[src/tpre_pkg.sv]
// Shared types, constants and command codes of the tag pitch range estimator.
package tpre_pkg;

  localparam int MAX_TAGS_DEF = 32;

  localparam int ID_W    = 10;
  localparam int ROW_W   = 2;
  localparam int COL_W   = 5;
  localparam int PIX_W   = 16;
  localparam int TIME_W  = 32;
  localparam int RANGE_W = 14;
  localparam int MNT_W   = 14;
  localparam int POS_W   = 16;

  // Shared divider: dividend, divisor and quotient widths.
  localparam int DVD_W = 36;
  localparam int DVS_W = 18;
  localparam int QUO_W = 17;

  // Width of one kept pair estimate (at most 6000 mm).
  localparam int EST_W = 13;

  localparam int P1_W  = 23;
  localparam int NUM_W = 35;
  localparam int PRD_W = 30;
  localparam int YS_W  = 19;

  localparam logic [PIX_W-1:0] GAP_MIN_PX16 = 16'd160;
  localparam int RANGE_MIN_MM = 2000;
  localparam int RANGE_MAX_MM = 6000;

  localparam logic [2:0] CMD_CLEAR  = 3'd0;
  localparam logic [2:0] CMD_LOAD   = 3'd1;
  localparam logic [2:0] CMD_DETECT = 3'd2;
  localparam logic [2:0] CMD_FRAME  = 3'd3;
  localparam logic [2:0] CMD_TICK   = 3'd4;

  localparam logic [2:0] REG_DEFAULT_RANGE = 3'd0;
  localparam logic [2:0] REG_LOST_TIMEOUT  = 3'd1;
  localparam logic [2:0] REG_COLUMN_PITCH  = 3'd2;
  localparam logic [2:0] REG_FOCAL         = 3'd3;
  localparam logic [2:0] REG_CENTER        = 3'd4;
  localparam logic [2:0] REG_MOUNT_X       = 3'd5;
  localparam logic [2:0] REG_MOUNT_Y       = 3'd6;
  localparam logic [2:0] REG_MOUNT_Z       = 3'd7;

  typedef struct packed {
    logic [ID_W-1:0]   id;
    logic [ROW_W-1:0]  row;
    logic [COL_W-1:0]  col;
    logic [PIX_W-1:0]  pix;
    logic [TIME_W-1:0] seen_time;
  } entry_t;

  typedef struct packed {
    logic [RANGE_W-1:0] default_range;
    logic [15:0]        timeout;
    logic [11:0]        pitch;
    logic [17:0]        focal;
    logic [15:0]        center;
    logic [MNT_W-1:0]   mount_x;
    logic [MNT_W-1:0]   mount_y;
    logic [MNT_W-1:0]   mount_z;
  } cfg_t;

  typedef enum logic [4:0] {
    OP_NONE,
    OP_LATCH,
    OP_CLEAR,
    OP_READ_I,
    OP_READ_J,
    OP_SEARCH,
    OP_WRITE,
    OP_TICK_INC,
    OP_TICK_EVAL,
    OP_FRESH_EVAL,
    OP_NEXT_I,
    OP_PAIR_I,
    OP_NEXT_J,
    OP_PAIR_J,
    OP_MUL1,
    OP_MUL2,
    OP_DIV_PAIR,
    OP_ACCUM,
    OP_DIV_AVG,
    OP_SET_RANGE,
    OP_EMIT_RANGE,
    OP_SEL_EVAL,
    OP_POS_MUL,
    OP_DIV_POS,
    OP_EMIT_POS
  } dp_op_t;

  typedef struct packed {
    dp_op_t op;
  } dp_cmd_t;

  typedef struct packed {
    logic i_last;
    logic j_last;
    logic fresh_i;
    logic fresh_j;
    logic pair_ok;
    logic keep;
    logic div_done;
    logic none_seen;
    logic cnt_zero;
    logic focal_zero;
    logic emit_last;
  } dp_stat_t;

endpackage

[src/tpre_ctrl.sv]
// Controller: sequences table scans, pair estimation and result emission.
module tpre_ctrl (
  input  logic               clk,
  input  logic               rst_n,
  input  logic               start,
  input  logic [2:0]         in_command,
  input  tpre_pkg::dp_stat_t stat,
  output tpre_pkg::dp_cmd_t  cmd,
  output logic               busy
);
  import tpre_pkg::*;

  typedef enum logic [4:0] {
    S_IDLE, S_CLEAR,
    S_SR_RD, S_SR_EV, S_SR_WR,
    S_TK_INC, S_TK_RD, S_TK_EV,
    S_FR_RD, S_FR_EV,
    S_PI_CHK, S_PI_EV, S_PJ_CHK, S_PJ_EV, S_NEXT,
    S_MUL1, S_MUL2, S_CMP, S_PDIV, S_ACC,
    S_AVG, S_ADIV, S_EMR,
    S_SL_RD, S_SL_EV, S_PMUL, S_PDIVY, S_PWAIT, S_EMP
  } state_t;

  state_t state_r;
  state_t state_nxt;
  dp_op_t op_c;

  always_comb begin
    state_nxt = state_r;
    op_c      = OP_NONE;
    case (state_r)
      S_IDLE: begin
        if (start) begin
          op_c = OP_LATCH;
          case (in_command)
            CMD_CLEAR:  state_nxt = S_CLEAR;
            CMD_LOAD:   state_nxt = S_SR_RD;
            CMD_DETECT: state_nxt = S_SR_RD;
            CMD_FRAME:  state_nxt = S_FR_RD;
            CMD_TICK:   state_nxt = S_TK_INC;
            default:    state_nxt = S_IDLE;
          endcase
        end
      end
      S_CLEAR: begin
        op_c      = OP_CLEAR;
        state_nxt = S_IDLE;
      end
      S_SR_RD: begin
        op_c      = OP_READ_I;
        state_nxt = S_SR_EV;
      end
      S_SR_EV: begin
        op_c      = OP_SEARCH;
        state_nxt = stat.i_last ? S_SR_WR : S_SR_RD;
      end
      S_SR_WR: begin
        op_c      = OP_WRITE;
        state_nxt = S_IDLE;
      end
      S_TK_INC: begin
        op_c      = OP_TICK_INC;
        state_nxt = S_TK_RD;
      end
      S_TK_RD: begin
        op_c      = OP_READ_I;
        state_nxt = S_TK_EV;
      end
      S_TK_EV: begin
        op_c      = OP_TICK_EVAL;
        state_nxt = stat.i_last ? S_IDLE : S_TK_RD;
      end
      S_FR_RD: begin
        op_c      = OP_READ_I;
        state_nxt = S_FR_EV;
      end
      S_FR_EV: begin
        op_c      = OP_FRESH_EVAL;
        state_nxt = stat.i_last ? S_PI_CHK : S_FR_RD;
      end
      S_PI_CHK: begin
        if (stat.i_last) begin
          state_nxt = S_AVG;
        end else if (stat.fresh_i) begin
          op_c      = OP_READ_I;
          state_nxt = S_PI_EV;
        end else begin
          op_c = OP_NEXT_I;
        end
      end
      S_PI_EV: begin
        op_c      = OP_PAIR_I;
        state_nxt = S_PJ_CHK;
      end
      S_PJ_CHK: begin
        if (stat.fresh_j) begin
          op_c      = OP_READ_J;
          state_nxt = S_PJ_EV;
        end else begin
          state_nxt = S_NEXT;
        end
      end
      S_PJ_EV: begin
        op_c      = OP_PAIR_J;
        state_nxt = stat.pair_ok ? S_MUL1 : S_NEXT;
      end
      S_NEXT: begin
        if (stat.j_last) begin
          op_c      = OP_NEXT_I;
          state_nxt = S_PI_CHK;
        end else begin
          op_c      = OP_NEXT_J;
          state_nxt = S_PJ_CHK;
        end
      end
      S_MUL1: begin
        op_c      = OP_MUL1;
        state_nxt = S_MUL2;
      end
      S_MUL2: begin
        op_c      = OP_MUL2;
        state_nxt = S_CMP;
      end
      S_CMP: begin
        if (stat.keep) begin
          op_c      = OP_DIV_PAIR;
          state_nxt = S_PDIV;
        end else begin
          state_nxt = S_NEXT;
        end
      end
      S_PDIV: begin
        if (stat.div_done) begin
          state_nxt = S_ACC;
        end
      end
      S_ACC: begin
        op_c      = OP_ACCUM;
        state_nxt = S_NEXT;
      end
      S_AVG: begin
        if (stat.cnt_zero) begin
          op_c      = OP_SET_RANGE;
          state_nxt = S_EMR;
        end else begin
          op_c      = OP_DIV_AVG;
          state_nxt = S_ADIV;
        end
      end
      S_ADIV: begin
        if (stat.div_done) begin
          op_c      = OP_SET_RANGE;
          state_nxt = S_EMR;
        end
      end
      S_EMR: begin
        op_c      = OP_EMIT_RANGE;
        state_nxt = stat.none_seen ? S_IDLE : S_SL_RD;
      end
      S_SL_RD: begin
        op_c      = OP_READ_I;
        state_nxt = S_SL_EV;
      end
      S_SL_EV: begin
        op_c      = OP_SEL_EVAL;
        state_nxt = stat.i_last ? S_PMUL : S_SL_RD;
      end
      S_PMUL: begin
        op_c      = OP_POS_MUL;
        state_nxt = S_PDIVY;
      end
      S_PDIVY: begin
        if (stat.focal_zero) begin
          state_nxt = S_EMP;
        end else begin
          op_c      = OP_DIV_POS;
          state_nxt = S_PWAIT;
        end
      end
      S_PWAIT: begin
        if (stat.div_done) begin
          state_nxt = S_EMP;
        end
      end
      S_EMP: begin
        op_c      = OP_EMIT_POS;
        state_nxt = stat.emit_last ? S_IDLE : S_SL_RD;
      end
      default: begin
        state_nxt = S_IDLE;
      end
    endcase
  end

  always_ff @(posedge clk) begin
    if (!rst_n) begin
      state_r <= S_IDLE;
    end else begin
      state_r <= state_nxt;
    end
  end

  assign cmd.op = op_c;
  assign busy   = state_r != S_IDLE;

endmodule

[config.mk]
export PLATFORM = sky130hd
export DESIGN_NAME = tpre_ctrl
export DESIGN_NICKNAME = d
export VERILOG_FILES = /design/src/tpre_pkg.sv /design/src/tpre_ctrl.sv
export SDC_FILE = /design/constraint.sdc
export NUM_CORES = 1
export LEC_CHECK = 0
export ABC_AREA = 1
export BUFFER_PORTS_ARGS = -buffer_cell sky130_fd_sc_hd__buf_4
export CAP_MARGIN = 40
export CORE_ASPECT_RATIO = 0.8
export CORE_MARGIN = 2
export CORE_UTILIZATION = 48
export DETAILED_ROUTE_END_ITERATION = 8
export PLACE_DENSITY = 0.82
export SLEW_MARGIN = 0
export SYNTH_ARGS = -nofsm -noshare
export SYNTH_HDL_FRONTEND = slang
export SYNTH_SLANG_ARGS = --single-unit
[constraint.sdc]
create_clock -name clk -period 1.4 [get_ports clk]
set_input_delay 0.28 -clock clk [delete_from_list [all_inputs] [get_ports clk]]
set_output_delay 0.28 -clock clk [all_outputs]
set_load 0.05 [all_outputs]
==> run_results.csv, run 1 <==
group,metric,value,unit
status,outcome,"aborted with a tool error",
status,stop_stage,"4_1_cts",
status,firstError,"[ERROR DPL-0038] Utilization greater than 100%, impossible to legalize",
yosys,yosysWarnings,0,
place,dp_cells,302,
yosys,synth_top_cell_area_share,0.212,
clock_network,cts_buffers,3,
floorplan,dieWidth,55.2,um
yosys,synth_edf_count,0,
clock_network,cts_root_buf,"clkbuf_4",
floorplan,chipHeight,45.0,um
yosys,ys_types,24,
yosys,ys_async_sr_fraction,0,
clock_network,clkSinkCount,5,
yosys,synth.area.top_cells,"nand2_1 21%, nor2_1 12%, dfxtp_1 9.9%, nand3_1 9.9%, inv_1 8.9%",
floorplan,placementRows,14,
clock_network,ctsResizeCount,59,
yosys,synth.avg_cell_area,4.96,um2
place,dp_hpwl,3550,um
yosys,ys.flop_type,"dfxtp_1",
yosys,ys_ff_latch,5,
floorplan,initial_core_util,0.523,
yosys,synthTopCellsByCount,"57 x nand2_1, 31 x nor2_1, 24 x inv_1",
clock_network,htreeDepth,1,
yosys,synth_nets,220,
yosys,synth_most_common_cell,"nand2_1",
yosys,synth.cell_area,1010,um2
yosys,yosysTopAreaCell,"nand2_1",
clock_network,cts_max_path_buffers,2,
clock_network,cts_setup_buffers,7,
yosys,syn_inst,203,
place,port_buffers,22,
place,gp_congestion,1.08,
yosys,yosysSeqAreaShare,0.0994,
floorplan,ios,23,
clock_network,ctsHoldBuffers,0,
[cells by family after synthesis]
| kind of cell | after synthesis | synth area share |
|---|---|---|
| AO/OA/AOI/OAI | 23 | 0.123 |
| AND/OR/NAND/NOR | 137 | 0.632 |
| flip-flops | 5 | 0.0994 |
| buffers and inverters | 38 | 0.145 |
[stage by stage]
step / setup TNS, ps / hold WS [ps] / worst slack, ps / instance area (um2)
global placement: -2180 / 516 / -276 / 1680
detailed placement: -2570 / 524 / -342 / 1680
floorplan: -1600 / 460 / -306 / 1070
==> run 2, diff against run 1 <==
Settings changed: CORE_AREA from default to 2 2 63 65, CORE_ASPECT_RATIO 0.8 to default, CORE_MARGIN 2 to default, CORE_UTILIZATION 48 to default, DIE_AREA from default to 0 0 65 67, PLACE_DENSITY 0.82 to default, PLACE_DENSITY_LB_ADDON from default to 0.15.
Clock period 1.4 ns to 1.8 ns, I/O delays scaled along.
==> run 2 against run 1 <==
  * The flow now finishes, with violations (setup timing)
  * Synthesized area unchanged
  * Synthesized cell count unchanged
==> run_results.csv, run 2 <==
group,metric,value,unit
timing,rsz0062_at_grt,"yes",
status,violations,"setup timing",
floorplan,die-area,4360,um2
floorplan,core,3610,um2
yosys,synth_top_cell_area_share,0.212,
cells_and_area,syn2layout_area_growth,79.0,%
cells_and_area,regMostFlops,"state_r",
global_route,overflow,0,
clock_network,cts_root_buf,"clkbuf_8",
timing,hold_violations,0,
global_route,grt_max_degree,9,
yosys,yosysSeqAreaShare,0.0994,
drt,wl,4130,um
drt,first_pass_iters,4,
clock_network,cts.clk_slew.worst_paths,30,ps
cells_and_area,diodes,0,
critical_path,worstSetupPathType,"reg2out",
yosys,ys_types,24,
power,vdd_drop_max,0.000604,V
clock_network,cts_buffers,3,
place,port_buffers,22,
job,maxCapViolations,0,
critical_path,rrSetupSlack,120,ps
timing,slew_viol_final,0,
yosys,syn_inst,203,
critical_path,worstPathRequired,1440,ps
yosys,synth.cell_area,1010,um2
timing,setup_ws,-170,ps
yosys,yosysTopAreaCell,"nand2_1",
floorplan,initial_core_util,0.279,
yosys,synth_edf_count,0,
power,power.total,1540,uW
worst_hold_path,hold_start,"stat[4]",
yosys,synth_nets,220,
drt,wl_per_cell,13.1,um
timing,max-slew-margin-rel,0.782,
cells_and_area,layout_common_cells,"56 x buf_4, 50 x nand2_1, 25 x nor2_1, 18 x inv_1, 16 x nand3_1",
critical_path,critPathMaxFanout,6,
clock_network,ctsHoldBuffers,0,
floorplan,placementRows,22,
yosys,ys.flop_type,"dfxtp_1",
yosys,synth.avg_cell_area,4.96,um2
timing,fin_worst_skew,0.134,ps
yosys,ys_async_sr_fraction,0,
critical_path,r2r-end,"state_r[1]",
cells_and_area,largest_reg_flops,5,
timing,fin_crit_sh,1.09,
timing,fmax,508,MHz
yosys,ys_ff_latch,5,
clock_network,clock_latency,220,ps
critical_path,r2r_cells,10,
timing,setup_tns,-713,ps
cells_and_area,stdcell_area,1800,um2
critical_path,cp-end-kind,"output pin",
floorplan,chipHeight,67,um
critical_path,start_kind,"flip-flop",
drt,initialDrtViolationCount,84,
clock_network,clkSinkCount,5,
timing,holdWs,441,ps
floorplan,dieWidth,65,um
cells_and_area,reg_top3,"state_r: 5 flops",
timing,worstMarginPinSlew,325,ps
drt,antenna_left,0,
clock_network,htreeDepth,1,
place,gp_congestion,0.988,
cells_and_area,num-nets-final,286,
global_route,grt_pass1_vias,1431,
cells_and_area,mostFrequentLayoutCell,"buf_4",
drt,vias,1510,
floorplan,ios,23,
global_route,grt_util_all_layers,0.199,
global_route,grt_pass1_wl,6600,um
place,placedInstanceArea,1490,um2
timing,min_period,1970,ps
cells_and_area,final_cells,316,
power,powerDensity,851,nW/um2
drt,drc,0,
worst_hold_path,min_to,"state_r[2]",
timing,setup_violations,5,
place,dp_hpwl,3360,um
critical_path,r2r-start,"state_r[0]",
clock_network,cts_tree,"yes",
status,outcome,"finished with violations",
yosys,yosysWarnings,0,
worst_hold_path,whs_path_depth,4,
place,dp_cells,303,
yosys,synthTopCellsByCount,"57 x nand2_1, 31 x nor2_1, 24 x inv_1",
yosys,synth.area.top_cells,"nand2_1 21%, nor2_1 12%, dfxtp_1 9.9%, nand3_1 9.9%, inv_1 8.9%",
clock_network,cts_max_path_buffers,2,
global_route,antenna_found_initial,0,
yosys,synth_most_common_cell,"nand2_1",
cells_and_area,drive_above_1_share,0.478,
critical_path,worst-endpoint-arrival,1610,ps
drt,viasPerCell,4.78,
power,total_leakage_power,0.00102,uW
worst_hold_path,hp-class,"in2reg",
==> run 2: repair_timing <==
action,in CTS,in global routing
pin swaps,2,15
gates resized for setup,28,28
setup endpoints to repair,5,5
cloned,0,0
buffers inserted,1,8
==> run 2: critical path, stage by stage (launching register included) <==
cell	delay, ps
dfxtp_4	410
nor2_4	70
nand2_2	110
inv_2	60
nand2_1	120
nand3_1	190
nor3_4	150
nand4_1	110
buf_6	170
==> run 2: report_power, final <==
| group | switching [uW] | leakage (uW) | internal, uW | total (uW) |
|---|---|---|---|---|
| sequential | 59.7 | 0.0000444 | 138 | 198 |
| combinational | 660 | 0.000953 | 471 | 1130 |
| clock | 54.7 | 0.0000228 | 152 | 207 |
| total | 774 | 0.00102 | 761 | 1540 |
==> run 2: cell type report <==
type / instances / area, um2
fillers: 406 / 1800
multi-input cells: 160 / 942
repair buffers: 62 / 488
inverters: 37 / 149
flip-flops and latches: 5 / 119
well taps: 48 / 60.1
clock buffers: 4 / 45.0
==> run 2: worst max-delay path by stage <==
stage          cells past startpoint  slack (ps)      to  startpoint
2_1_floorplan                      8          -3  cmd[0]  state_r[4]
6_report                           8        -170  cmd[0]  state_r[3]
5_1_grt                            8        -270  cmd[0]  state_r[3]
3_3_place_gp                       9         -90  cmd[2]  state_r[4]
3_5_place_dp                      10         -50  cmd[2]  state_r[1]
4_1_cts                            7        -150  cmd[4]  state_r[0]
==> run 2: metrics by stage <==
step | setup slack [ps] | util
floorplan | -2.62 | -
global placement | -93.8 | 0.413
detailed placement | -54.3 | 0.413
CTS | -151 | 0.457
global route | -267 | 0.500
finish | -170 | 0.500
==> run 2: logic make-up after synthesis <==
logic type,share of synthesized area
buffers and inverters,0.145
AOI/OAI and AO/OA,0.123
DFF,0.0994
and+or+nand+nor,0.632
==> run 2: layer usage <==
metal,vias up,track usage,share of wire
met5,-,0,0
met4,0,0.0984,0.040
met2,46,0.344,0.49
met3,14,0.0186,0.032
li1,779,-,-
met1,671,0.244,0.44
(Power assumes the default switching activity.)
